<file path="config.mk">
export PLATFORM = sky130hd
export DESIGN_NAME = adc_temperature_to_seven_segment_unit
export DESIGN_NICKNAME = d
export VERILOG_FILES = /design/src/design/ats_pkg.sv /design/src/design/ats_scale.sv /design/src/design/ats_disp.sv /design/src/design/adc_temperature_to_seven_segment_unit.sv
export SDC_FILE = /design/constraint.sdc
export NUM_CORES = 1
export LEC_CHECK = 0
export ABC_AREA = 1
export BUFFER_PORTS_ARGS = -buffer_cell sky130_fd_sc_hd__buf_4
export CAP_MARGIN = 0
export CORE_MARGIN = 1
export CORE_UTILIZATION = 57
export CTS_BUF_LIST = sky130_fd_sc_hd__clkbuf_8 sky130_fd_sc_hd__clkbuf_16
export DETAILED_ROUTE_END_ITERATION = 16
export PLACE_DENSITY = 0.79
export SLEW_MARGIN = 20
export SYNTH_ARGS = -nofsm -noshare
export SYNTH_HDL_FRONTEND = slang
export SYNTH_SLANG_ARGS = --single-unit
</file>
<file path="constraint.sdc">
create_clock -name clk -period 6.8 [get_ports clk]
set_input_delay 1.02 -clock clk [delete_from_list [all_inputs] [get_ports clk]]
set_output_delay 1.02 -clock clk [all_outputs]
set_load 0.05 [all_outputs]
</file>
<file path="src/design/ats_pkg.sv">
package ats_pkg;

  // Field widths
  localparam int SAMPLE_W = 12;
  localparam int DEG_W    = 10;
  localparam int SEG_W    = 7;
  localparam int DIGIT_W  = 4;

  // Stream widths, rounded up to whole bytes
  localparam int IN_TDATA_W  = 16;
  localparam int OUT_TDATA_W = 32;

  // Sensor scaling: degrees over the full converter span
  localparam int CELSIUS_SPAN      = 330;
  localparam int FAHRENHEIT_SPAN   = 594;
  localparam int FAHRENHEIT_OFFSET = 32;

  // Fraction bits of the reciprocal constants; 2**28 exceeds sample * full scale
  localparam int RECIP_SHIFT = 28;

  // Largest value ever shown
  localparam int DEG_MAX = 626;

  // Segment pattern of the digit zero, bit0 = a .. bit6 = g
  localparam logic [SEG_W-1:0] SEG_ZERO = 7'b0111111;

  // Scaled value travelling from the scaling stage to the display stage
  typedef struct packed {
    logic             fahr;
    logic [DEG_W-1:0] deg;
  } ats_deg_t;

  // Decimal digit to seven-segment pattern
  function automatic logic [SEG_W-1:0] seg_of(input logic [DIGIT_W-1:0] d);
    logic [SEG_W-1:0] p;
    case (d)
      4'd0:    p = 7'b0111111;
      4'd1:    p = 7'b0000110;
      4'd2:    p = 7'b1011011;
      4'd3:    p = 7'b1001111;
      4'd4:    p = 7'b1100110;
      4'd5:    p = 7'b1101101;
      4'd6:    p = 7'b1111101;
      4'd7:    p = 7'b0000111;
      4'd8:    p = 7'b1111111;
      4'd9:    p = 7'b1101111;
      default: p = 7'b0111111;
    endcase
    return p;
  endfunction

endpackage

</file>
<file path="src/design/ats_scale.sv">
module ats_scale #(
  parameter int FULL_SCALE = 4095
) (
  input  logic                        clk,
  input  logic                        rst_n,
  input  logic                        up_valid,
  output logic                        up_ready,
  input  logic [ats_pkg::SAMPLE_W-1:0] up_sample,
  input  logic                        fahr,
  output logic                        dn_valid,
  input  logic                        dn_ready,
  output ats_pkg::ats_deg_t           dn_deg
);
  import ats_pkg::*;

  // Reciprocal constants, rounded up: (sample * C) >> RECIP_SHIFT is exact
  localparam longint unsigned CEL_K =
    ((longint'(CELSIUS_SPAN) << RECIP_SHIFT) + longint'(FULL_SCALE) - 1) / FULL_SCALE;
  localparam longint unsigned FAH_K =
    ((longint'(FAHRENHEIT_SPAN) << RECIP_SHIFT) + longint'(FULL_SCALE) - 1) / FULL_SCALE;
  localparam int COEF_W = $clog2(FAH_K + 1);
  localparam int PROD_W = (SAMPLE_W + COEF_W > RECIP_SHIFT + DEG_W) ?
                          (SAMPLE_W + COEF_W) : (RECIP_SHIFT + DEG_W);

  logic [SAMPLE_W-1:0] sat;
  logic [SAMPLE_W-1:0] smp_r;
  logic                fahr_a_r;
  logic                vld_a_r;
  logic                rdy_a;
  logic                rdy_b;
  logic [COEF_W-1:0]   coef;
  logic [PROD_W-1:0]   prod;
  ats_deg_t            deg_r;
  logic                vld_b_r;

  // Clamp samples above the configured full scale
  assign sat = (32'(up_sample) > 32'(FULL_SCALE)) ? SAMPLE_W'(FULL_SCALE) : up_sample;

  assign rdy_b    = !vld_b_r || dn_ready;
  assign rdy_a    = !vld_a_r || rdy_b;
  assign up_ready = rdy_a;

  // Input register
  always_ff @(posedge clk) begin
    if (!rst_n) begin
      vld_a_r <= 1'b0;
    end else if (rdy_a) begin
      vld_a_r <= up_valid;
    end
    if (rdy_a && up_valid) begin
      smp_r    <= sat;
      fahr_a_r <= fahr;
    end
  end

  // Scale by span / full scale as one multiply by the reciprocal
  assign coef = fahr_a_r ? COEF_W'(FAH_K) : COEF_W'(CEL_K);
  assign prod = PROD_W'(smp_r) * PROD_W'(coef);

  always_ff @(posedge clk) begin
    if (!rst_n) begin
      vld_b_r <= 1'b0;
    end else if (rdy_b) begin
      vld_b_r <= vld_a_r;
    end
    if (rdy_b && vld_a_r) begin
      deg_r.deg  <= prod[RECIP_SHIFT +: DEG_W];
      deg_r.fahr <= fahr_a_r;
    end
  end

  assign dn_valid = vld_b_r;
  assign dn_deg   = deg_r;

endmodule

</file>
<file path="src/design/ats_disp.sv">
module ats_disp (
  input  logic                            clk,
  input  logic                            rst_n,
  input  logic                            up_valid,
  output logic                            up_ready,
  input  ats_pkg::ats_deg_t               up_deg,
  output logic                            out_valid,
  input  logic                            out_ready,
  output logic [ats_pkg::OUT_TDATA_W-1:0] out_data
);
  import ats_pkg::*;

  logic [DEG_W-1:0]       val;
  logic [2:0]             hund;
  logic [6:0]             rem;
  logic [13:0]            tens_prod;
  logic [DIGIT_W-1:0]     tens;
  logic [DIGIT_W-1:0]     units;
  logic [OUT_TDATA_W-1:0] data_nxt;
  logic [OUT_TDATA_W-1:0] data_r;
  logic                   vld_r;
  logic                   rdy;

  // Add the Fahrenheit offset
  assign val = up_deg.deg + (up_deg.fahr ? DEG_W'(FAHRENHEIT_OFFSET) : DEG_W'(0));

  // Hundreds digit by comparison; the value stays below 700
  always_comb begin
    if      (val >= DEG_W'(600)) hund = 3'd6;
    else if (val >= DEG_W'(500)) hund = 3'd5;
    else if (val >= DEG_W'(400)) hund = 3'd4;
    else if (val >= DEG_W'(300)) hund = 3'd3;
    else if (val >= DEG_W'(200)) hund = 3'd2;
    else if (val >= DEG_W'(100)) hund = 3'd1;
    else                         hund = 3'd0;
  end

  // Tens as (rem * 103) >> 10, exact below 100
  assign rem       = 7'(val - DEG_W'(hund) * DEG_W'(100));
  assign tens_prod = 14'(rem) * 14'd103;
  assign tens      = DIGIT_W'(tens_prod >> 10);
  assign units     = DIGIT_W'(rem - 7'(tens) * 7'd10);

  assign data_nxt = {1'b0,
                     seg_of(DIGIT_W'(hund)),
                     seg_of(tens),
                     seg_of(units),
                     val};

  assign rdy      = !vld_r || out_ready;
  assign up_ready = rdy;

  // Result register
  always_ff @(posedge clk) begin
    if (!rst_n) begin
      vld_r <= 1'b0;
    end else if (rdy) begin
      vld_r <= up_valid;
    end
    if (rdy && up_valid) begin
      data_r <= data_nxt;
    end
  end

  assign out_valid = vld_r;
  assign out_data  = data_r;

endmodule

</file>
<file path="src/design/adc_temperature_to_seven_segment_unit.sv">
// Converter sample to three-digit seven-segment display.
//
// Input stream (in_*): one 12-bit sample per transfer in in_tdata[11:0].
// Output stream (out_*): one result per sample, holding the whole-degree value
// and the segment patterns of its units, tens and hundreds digits.
// Configuration: cfg_wr_en high for one clock writes cfg_wr_data into the
// unit select (0 Celsius, 1 Fahrenheit); write only while the block is empty.
//
// Three register stages: input register, scaling multiply, result register.
// One sample can be accepted every cycle while out_tready is high; the single
// reciprocal multiply sets the stage timing. Samples above ADC_FULL_SCALE are
// clamped to it.
//
// Reset empties all stages and selects Celsius. If the receiver holds
// out_tready low, results stay in place and in_tready falls once all three
// stages are full; nothing is dropped.
module adc_temperature_to_seven_segment_unit #(
  parameter int ADC_FULL_SCALE = 4095
) (
  input  logic                            clk,
  input  logic                            rst_n,
  input  logic                            in_tvalid,
  output logic                            in_tready,
  input  logic [ats_pkg::IN_TDATA_W-1:0]  in_tdata,   // [11:0] adc_sample
  output logic                            out_tvalid,
  input  logic                            out_tready,
  // [9:0] shown_value, [16:10] seg_units, [23:17] seg_tens, [30:24] seg_hundreds
  output logic [ats_pkg::OUT_TDATA_W-1:0] out_tdata,
  input  logic                            cfg_wr_en,
  input  logic                            cfg_wr_data
);
  import ats_pkg::*;

  logic     fahr_r;
  logic     mid_valid;
  logic     mid_ready;
  ats_deg_t mid_deg;

  // Unit select register
  always_ff @(posedge clk) begin
    if (!rst_n) begin
      fahr_r <= 1'b0;
    end else if (cfg_wr_en) begin
      fahr_r <= cfg_wr_data;
    end
  end

  ats_scale #(
    .FULL_SCALE (ADC_FULL_SCALE)
  ) u_scale (
    .clk       (clk),
    .rst_n     (rst_n),
    .up_valid  (in_tvalid),
    .up_ready  (in_tready),
    .up_sample (in_tdata[SAMPLE_W-1:0]),
    .fahr      (fahr_r),
    .dn_valid  (mid_valid),
    .dn_ready  (mid_ready),
    .dn_deg    (mid_deg)
  );

  ats_disp u_disp (
    .clk       (clk),
    .rst_n     (rst_n),
    .up_valid  (mid_valid),
    .up_ready  (mid_ready),
    .up_deg    (mid_deg),
    .out_valid (out_tvalid),
    .out_ready (out_tready),
    .out_data  (out_tdata)
  );

endmodule

</file>
* Word-level counts from Yosys, hierarchy flattened
Memory sizes are Yosys's and may differ from the RTL's. A register that Yosys moved wholly into a read port is not among the register bits. Cells that the tools add are included.
Cells by class: multiply operators 4, add/sub/neg operators 3, reduce and logical (&&, ||, !) cells 9, order comparisons 6, multiplexer cells 8
Operators by type and width (count):
- multiplier 12 x 26 -> 38 bit | 1
- greater-or-equal comparator 10 x 9 -> 1 bit, second input constant | 3
- 2-to-1 mux 26 bit | 1
- 2-to-1 mux 3 bit | 5
- multiplier 7 x 7 -> 14 bit, second input constant | 1
- adder 10 x 6 -> 10 bit | 1
- greater-or-equal comparator 10 bit, second input constant | 1
- greater-or-equal comparator 10 x 7 -> 1 bit, second input constant | 1
- greater-or-equal comparator 10 x 8 -> 1 bit, second input constant | 1
- subtractor 7 bit | 1
- 2-to-1 mux 6 bit | 1
- multiplier 3 x 5 -> 5 bit, second input constant | 1
- multiplier 4 x 3 -> 3 bit, second input constant | 1
- subtractor 4 bit | 1
- logical AND 1 bit | 3
- zero test 1 bit | 3
- logical OR 1 bit | 3
- 2-to-1 mux 1 bit | 1
Word-level totals: memories kept 3, register bits after elaboration 59, word-level logic and storage cells 42, bits in read-only memories 280, input port bits 22, output and inout port bits 34
Memory list:
- (name not given) | depth 16, bits a word 7, read ports 1, clocked after memory_dff 1, wr ports 0, line ats_pkg.sv:36 | case (d)
- (name not given) | depth 16, bits a word 7, read ports 1, clocked after memory_dff 1, wr ports 0, line ats_pkg.sv:36
- (name not given) | depth 8, bits a word 7, read ports 1, clocked after memory_dff 1, wr ports 0, line ats_pkg.sv:36

* Depth between registers and ports, before layout
Gate-level depths: netlist (run 1).
depth in word-level cells 14, gate-level depth with buffers 39, gate-level depth less buffers 39

* Modules after synthesis
From an unflattened synthesis (run 1), not the netlist that was laid out.
Unflattened totals: cell total of the unflattened synthesis 1038, area, all modules 8660.8 um2
Modules (own cells, without submodules):
- ats_scale | sequential area each 760.7 um2, area an instance 5601.6 um2, instances 1, cells each 690
- ats_disp | sequential area each 950.9 um2, area an instance 3017.9 um2, instances 1, cells each 342
- adc_temperature_to_seven_segment_unit | sequential area each 20.0 um2, area an instance 41.3 um2, instances 1, cells each 6

* Least setup slack after synthesis (run 1)
No wires, ideal clock.
path type flip-flop to flip-flop, start reg u_scale.deg_r, in the netlist u_scale.dn_deg[5], end reg u_disp.data_r[14] (netlist: u_disp.out_data[14]) (data pin), setup time 0.252 ns, buffers on the path 0, stages on the path, launching flop included 39, clock period less this slack 6.744 ns, data required time 6.548 ns, path slack 0.056 ns, arrival time 6.492 ns, path through edfxtp_1 ha_1 ha_1 xor2_2 nand2_1 a21oi_2 nor2_1 nand3_1 nand2_1 nand2_1 nand2_1 nand2_2 inv_1 ha_1 fa_1 o21ai_0 xnor2_1 inv_1 [... 3 more ...] inv_1 fa_1 ha_1 ha_1 a21oi_1 nor2_1 nor2_1 nand2_1 nand2_1 nand2_1 ha_1 fa_1 xnor2_1 inv_1 nand2_4 nand2_4 nand2_1 nand2_1
Between the ends: longest elaborated chain between the ends 13, elaborated cells on any way between the ends 18, those cells by class add/sub (3); mul (3); order compare (6); mux (6)
Ends and longest elaborated chain:
- from (decl) | line ats_scale.sv:33 | ats_deg_t deg_r;
- adder 10 x 6 -> 10 bit * | line ats_disp.sv:25 | assign val = up_deg.deg + (up_deg.fahr ? DEG_W'(FAHRENHEIT_OFFSET) : DEG_W'(0));
- net u_disp.data_nxt[7] | line ats_disp.sv:19 | logic [OUT_TDATA_W-1:0] data_nxt;
- greater-or-equal comparator 10 x 7 -> 1 bit | line ats_disp.sv:34 | else if (val >= DEG_W'(100)) hund = 3'd1;
- 2-to-1 mux 1 bit | line ats_disp.sv:34
- 2-to-1 mux 3 bit | line ats_disp.sv:33 | else if (val >= DEG_W'(200)) hund = 3'd2;
- 2-to-1 mux 3 bit | line ats_disp.sv:32 | else if (val >= DEG_W'(300)) hund = 3'd3;
- 2-to-1 mux 3 bit | line ats_disp.sv:31 | else if (val >= DEG_W'(400)) hund = 3'd4;
- 2-to-1 mux 3 bit | line ats_disp.sv:30 | else if (val >= DEG_W'(500)) hund = 3'd5;
- 2-to-1 mux 3 bit * | line ats_disp.sv:29 | if (val >= DEG_W'(600)) hund = 3'd6;
- net u_disp.hund[0] | line ats_disp.sv:14 | logic [2:0] hund;
- multiplier 3 x 5 -> 5 bit * | line ats_disp.sv:39 | assign rem = 7'(val - DEG_W'(hund) * DEG_W'(100));
- subtractor 7 bit * | line ats_disp.sv:39
- multiplier 7 x 7 -> 14 bit * | line ats_disp.sv:40 | assign tens_prod = 14'(rem) * 14'd103;
- net u_disp.tens_prod[10] | line ats_disp.sv:16 | logic [13:0] tens_prod;
- multiplier 4 x 3 -> 3 bit * | line ats_disp.sv:42 | assign units = DIGIT_W'(rem - 7'(tens) * 7'd10);
- subtractor 4 bit * | line ats_disp.sv:42
- to (decl) | line ats_disp.sv:20 | logic [OUT_TDATA_W-1:0] data_r;
The timed path passes the listed nets; every way through them passes the cells marked *. A chain may end at the register's enable or synchronous reset.

* Final worst setup path (run 1)
start reg u_scale.deg_r, in the netlist u_scale.dn_deg[5], end reg u_disp.data_r[10] (netlist: u_disp.out_data[10]) (data pin)
Between the ends: longest elaborated chain between the ends 13, elaborated cells on any way between the ends 18, those cells by class add/sub (3); mul (3); order compare (6); mux (6)
Ends and longest elaborated chain (line):
- adder 10 x 6 -> 10 bit * | ats_disp.sv:25
- net u_disp.data_nxt[7] | ats_disp.sv:19
- greater-or-equal comparator 10 x 7 -> 1 bit | ats_disp.sv:34
- 2-to-1 mux 1 bit | ats_disp.sv:34
- 2-to-1 mux 3 bit | ats_disp.sv:33
- 2-to-1 mux 3 bit | ats_disp.sv:32
- 2-to-1 mux 3 bit | ats_disp.sv:31
- 2-to-1 mux 3 bit | ats_disp.sv:30
- 2-to-1 mux 3 bit * | ats_disp.sv:29
- net u_disp.hund[0] | ats_disp.sv:14
- multiplier 3 x 5 -> 5 bit * | ats_disp.sv:39
- subtractor 7 bit * | ats_disp.sv:39
- multiplier 7 x 7 -> 14 bit | ats_disp.sv:40
- multiplier 4 x 3 -> 3 bit | ats_disp.sv:42
- subtractor 4 bit * | ats_disp.sv:42
Marks and branches as above.

==> metrics.cfg, run 1 <==
[clock_network]
cts_buffers = 9
clock-sinks = 59
clockRootBuffer = clkbuf_16
htree_num_levels = 3
cts_hold_buffers = 0
clockBufferDepth = 2
tritoncts = yes
clkTransAtPathRegs_ns = 0.06
clk_latency_ns = 0.35

[floorplan]
die_x_um = 123.4
io-pin-count = 56
num_rows = 43
core-area_um2 = 14150
start_util_pct = 59.36
die_y_um = 123.4
die_area_um2 = 15230

[setup_path]
cp.arrival_ns = 6.77
slowest_delay_ns = 0.58
crit_required_ns = 6.88
r2r_slack_ns = 0.11
end_kind = flip-flop
startpoint_type = flip-flop
crit_fanout = 7
slowest_stage = fa_2
path_class = flip-flop to flip-flop
crit_path_frequent_cell = inv_1

[synth]
synth_mux_area_share_pct = 0
synthesis.area_um2 = 8399
synth_cell_types = 43
synth_ff_type = edfxtp_1
synth_compound_area_share_pct = 7.433
synth_edf_count = 55
synth_fa_ha_area_share_pct = 43.29
ys_seq_area_share_pct = 20.62
synth_top_area_share_pct = 22.79
synth_area_leaders = ha_1 23%, fa_1 20%, edfxtp_1 20%
synth-seq-cells = 59
synth_top_family_by_area = adder cells
synth-simple-area-share_pct = 16.19
ys_async_sr_fraction_pct = 0
yosysWarnings = 0
synth_top_area_cell = ha_1
syn_avg_cell_area_um2 = 8.641
yosys.area_share.xor_xnor_pct = 2.056
syn_inst = 972

[detailed_routing]
dr_total_vias = 6817
antenna_left = 0
routed_wl_um = 19860
first_iter_violations = 446
via_per_inst = 5.419
drc = 0
wl_per_cell_um = 15.79
drt_pass1_iterations = 8

[final_layout]
final_cell_mix = 222 x inv_1, 183 x nand2_1, 140 x ha_1
fin_cells = 1258
layout_commonest_cell = inv_1
syn2layout_area_growth_pct = 16.21
final_net_count = 1334
num_antenna_cells = 0
layout-drive-gt1-share_pct = 13.64

[placement]
port_buffers = 50
gp_congestion = 0.9589
dp_hpwl_um = 15890
dp.cells = 1237

[global_route]
grt_pass1_vias = 6799
antenna_found_initial = 0
grt_overflow_total = 0
grt_pass1_wl_um = 30920
grt_usage_pct = 27.05
grt_max_degree = 32

[flow_run]
cap_violations = 0

[worst_hold_path]
hp-class = flip-flop to flip-flop

[timing]
worst_pin_slew_ns = 0.7236
fin_crit_ns = 6.687
fin_crit_sh_pct = 98.33
setup_viol = 0
relSlewSlack_pct = 51.76
report.final.slew_viol_count = 0
timing.hold.ws_ns = 0.4416
max_freq_mhz = 149.6
hold_viol = 0
skew_ns = 0.008152

[outcome]
status = complete, no violations

[final timing paths]
check / from / end / cells after the start
worst max-delay path: u_scale.dn_deg[5] / u_disp.out_data[10] / 29
worst min-delay path: fahr_r / u_scale.fahr_a_r / 0
worst max register to register: u_scale.dn_deg[5] / u_disp.out_data[10] / 29
worst min register to register: fahr_r / u_scale.fahr_a_r / 0
[cell families (layout without fill, tap and decap cells)]
family                   count (synthesis)  in the layout
other                                    2             21
AND/OR/NAND/NOR                        317            317
AO/OA/AOI/OAI                          111            111
buffers and inverters                  229            316
flip-flops                              59             59
adder cells (fa/ha/maj)                239            239
XOR/XNOR                                15             15
[metrics by stage]
| step | instance area, um2 | worst slack [ns] | utilization (%) | setup TNS [ns] |
|---|---|---|---|---|
| after floorplan | 8471 | 0.05576 | - | 0 |
| after global placement | 9205 | -0.09783 | 65.05 | -0.5275 |
| after detailed placement | 9205 | -0.2897 | 65.05 | -1.837 |
| after CTS | 9513 | 0.006180 | 67.23 | 0 |
| after global routing | 9761 | -0.1780 | 68.98 | -1.098 |
| final | 9761 | 0.1134 | 68.98 | 0 |
[routing by layer]
layer,vias up,share of wire [%],GRT usage [%],wire (um)
met1,3189,39,30.89,7738
met5,-,0,0,0
li1,3286,-,-,-
met2,260,51,48.71,10090
met4,0,4.9,12.80,983
met3,82,5.3,4.843,1046
[layout make-up]
type                            instances  area, um2
Clock buffer                            9      225.2
Clock inverter                          7      46.29
Fill cell                            1048       4389
Inverter                              225      847.1
Multi-Input combinational cell        703       6122
Sequential cell                        59       1732
Tap cell                              180      225.2
Timing Repair Buffer                   75      563.0
[Yosys cell counts, types with 3 or more instances]
cell type / n
edfxtp_1: 55
nand4_1: 9
nand2_2: 3
nand3b_1: 3
nand3_1: 31
a21boi_0: 4
nor2_1: 61
xnor2_1: 9
nand2_4: 5
fa_1: 86
nand2_1: 187
nor4_1: 3
o21ai_0: 30
a21o_1: 8
a21oi_1: 51
nor3_1: 9
ha_1: 153
a31oi_1: 6
o211ai_1: 3
dfxtp_1: 4
inv_1: 223
[worst max-delay path, delay by kind of cell, from the launching register on]
kind	cells	cell delay [ns]
flops	1	0.42
simple gates	8	0.82
xor+xnor	2	0.39
buf+inv	6	0.60
fa+ha+maj	10	3.47
compound gates	3	0.71
[sequential cells by signal, indices dropped and copies added, names as in the netlist]
register / count
u_scale.smp_r: 12
u_scale.dn_deg: 11
u_scale.fahr_a_r: 1
u_disp.out_valid: 1
u_disp.out_data: 31
u_scale.vld_a_r: 1
fahr_r: 1
u_scale.dn_valid: 1
[what timing repair did]
action	CTS	global route
setup buffers	2	3
pin swaps	4	20
resized for setup	6	39
endpoints found under the setup margin	7	10
endpoints found under the hold margin	0	0
Power of run 1 is left out: the tool's default activity adds up to more than one toggle a clock period on the data nets, which glitch-free logic cannot reach.
==> run 2, diff against run 1 <==
Settings changed: ABC_AREA 1 to default.
==> run 2 against run 1 <==
Compared with the run above:
- the flow now finishes with violations (negative setup slack)
- critical endpoint is now u_disp.out_data[16]
- clock skew is essentially flat
- highest routed layer unchanged
- worst hold slack lost 0.0015 ns
- core utilization grew 2.1 points
==> metrics.cfg, run 2 <==
[outcome]
status = complete, but fails checks
violations = negative setup slack

[timing]
relSlewSlack_pct = 45.85
hold_viol = 0
fin_crit_sh_pct = 103.9
worst_pin_slew_ns = 0.8122
setup_viol = 7
fin_ws_ns = -0.2632
report.final.slew_viol_count = 0
max_freq_mhz = 141.6
rsz0062_at_grt = yes
fin_crit_ns = 7.063
skew_ns = 0.007746

[final_layout]
syn2layout_area_growth_pct = 19.38
final_net_count = 1179
num_antenna_cells = 0
layout-drive-gt1-share_pct = 17.88
final_area_um2 = 9559
layout_commonest_cell = inv_1
largest_reg_flops = 31
final_cell_mix = 157 x inv_1, 146 x ha_1, 107 x buf_4
fill_cells = 983

[global_route]
antenna_found_initial = 0
grt_max_degree = 32
grt_pass1_wl_um = 30260
grt_use_met3_pct = 3.868
busiest_layer = met2
grt_pass1_vias = 6363
grtUsageMet2_pct = 47.31
met1_usage_pct = 34.71
grt_overflow_total = 0
grt_usage_pct = 27.13

[placement]
dpl_cell_area_um2 = 9120
gp_congestion = 0.9381
port_buffers = 50
dp_hpwl_um = 14990

[clock_network]
htree_num_levels = 3
clkTransAtPathRegs_ns = 0.06
clk_latency_ns = 0.33
cts_buffers = 9
tritoncts = yes
clockRootBuffer = clkbuf_16
cts_hold_buffers = 0
clockBufferDepth = 2
clock-sinks = 59

[worst_hold_path]
min_from = fahr_r
hold_end = u_scale.fahr_a_r
hold_depth = 0
hp-class = flip-flop to flip-flop

[setup_path]
r2r_slack_ns = -0.26
crit_fanout = 5
path_class = flip-flop to flip-flop
timing.rr.start = u_scale.dn_deg[10]
startpoint_type = flip-flop
end_kind = flip-flop
reg2reg_to = u_disp.out_data[16]
cp.arrival_ns = 7.22
slowest_delay_ns = 0.56
slowest_stage = fa_2
r2r_cells = 29
crit_required_ns = 6.95

[detailed_routing]
drt_pass1_iterations = 5
wl_per_cell_um = 16.63
drc = 0
via_per_inst = 5.614
antenna_left = 0
dr_total_vias = 6170
first_iter_violations = 508
routed_wl_um = 18280

[synth]
synth_top_area_share_pct = 23.91
synthesis.area_um2 = 8008
yosysWarnings = 0
syn_inst = 790
synthTopCellsByCount = 162 x inv_1, 153 x ha_1, 86 x fa_1
synth_area_leaders = ha_1 24%, fa_1 22%, edfxtp_1 21%
synth_ff_type = edfxtp_1
synth_top_area_cell = ha_1
ys_async_sr_fraction_pct = 0
ys_seq_area_share_pct = 21.63
yosysMostFrequentCell = inv_1
synth_edf_count = 55
synth_cell_types = 65
synth-seq-cells = 59
syn_avg_cell_area_um2 = 10.14

[floorplan]
die_area_um2 = 14530
start_util_pct = 59.52
die_y_um = 120.5
core-area_um2 = 13450
num_rows = 42
io-pin-count = 56
die_x_um = 120.5

[flow_run]
cap_violations = 0

run 2: cell families (layout without fill, tap and decap cells):
kind of cell | Yosys count | after routing | synth area share (%)
AND/OR/NAND/NOR | 151 | 151 | 9.453
flip-flops | 59 | 59 | 21.62
multiplexers | 6 | 6 | 0.7656
AO/OA/AOI/OAI | 140 | 140 | 11.75
adder cells (fa/ha/maj) | 239 | 239 | 45.41
XOR/XNOR | 22 | 22 | 2.750
other | 2 | 21 | 0.09378
buffers and inverters | 171 | 285 | 8.156
run 2: cell type report:
type	count	area (um2)	share of cell area [%]
multi-input combinational	579	5894	61.66
inverter	162	608.1	6.361
clock buffer	9	225.2	2.356
timing repair buffer	107	803.3	8.403
clock inverter	7	76.32	0.7984
tap	176	220.2	2.304
sequential	59	1732	18.12
run 2: critical path, delay by kind of cell, from the launching register on:
kind	cells	cell delay (ns)
adders and majority gates	11	3.61
AOI/OAI and AO/OA	6	1.19
and+or+nand+nor	4	0.79
xor gates and xnor gates	4	0.69
DFF	1	0.37
buffers and inverters	4	0.24
run 2: repair_timing:
item / in CTS / in global routing
endpoints found under the setup margin: 7 / 7
buffers inserted: 3 / 4
gates resized for setup: 9 / 8
pin swaps: 11 / 19
run 2: through the flow:
step                      instances  setup TNS, ns  util (%)  hold WS, ns  worst slack (ns)
after floorplan                 809         -1.015         -       0.4076           -0.2731
after global placement         1076         -1.546     67.76       0.4233           -0.3209
after detailed placement       1076         -2.505     67.79       0.4248           -0.4650
after CTS                      1095        -0.6369     70.68       0.4389           -0.1772
after global routing           1099         -2.843     71.06       0.4517           -0.5101
final                          1099         -1.101     71.06       0.4401           -0.2632
run 2: routing by layer:
layer  wire length, um  vias to the layer above
met1              7770                     3041
met4               303                        0
li1                  -                     2919
met3               821                       32
met2              9380                      178
met5                 0                        -
run 2: how the worst max path moves through the flow:
stage | from | endpoint | slack, ns | cells past startpoint
2_1_floorplan | u_scale.dn_deg[10] | u_disp.out_data[16] | -0.27 | 33
3_3_place_gp | u_scale.dn_deg[10] | u_disp.out_data[16] | -0.32 | 31
3_5_place_dp | u_scale.dn_deg[10] | u_disp.out_data[16] | -0.46 | 32
4_1_cts | u_scale.dn_deg[5] | u_disp.out_data[16] | -0.18 | 32
5_1_grt | u_scale.dn_deg[10] | u_disp.out_data[16] | -0.51 | 29
6_report | u_scale.dn_deg[10] | u_disp.out_data[16] | -0.26 | 29
Power of run 2 is left out for the same reason.
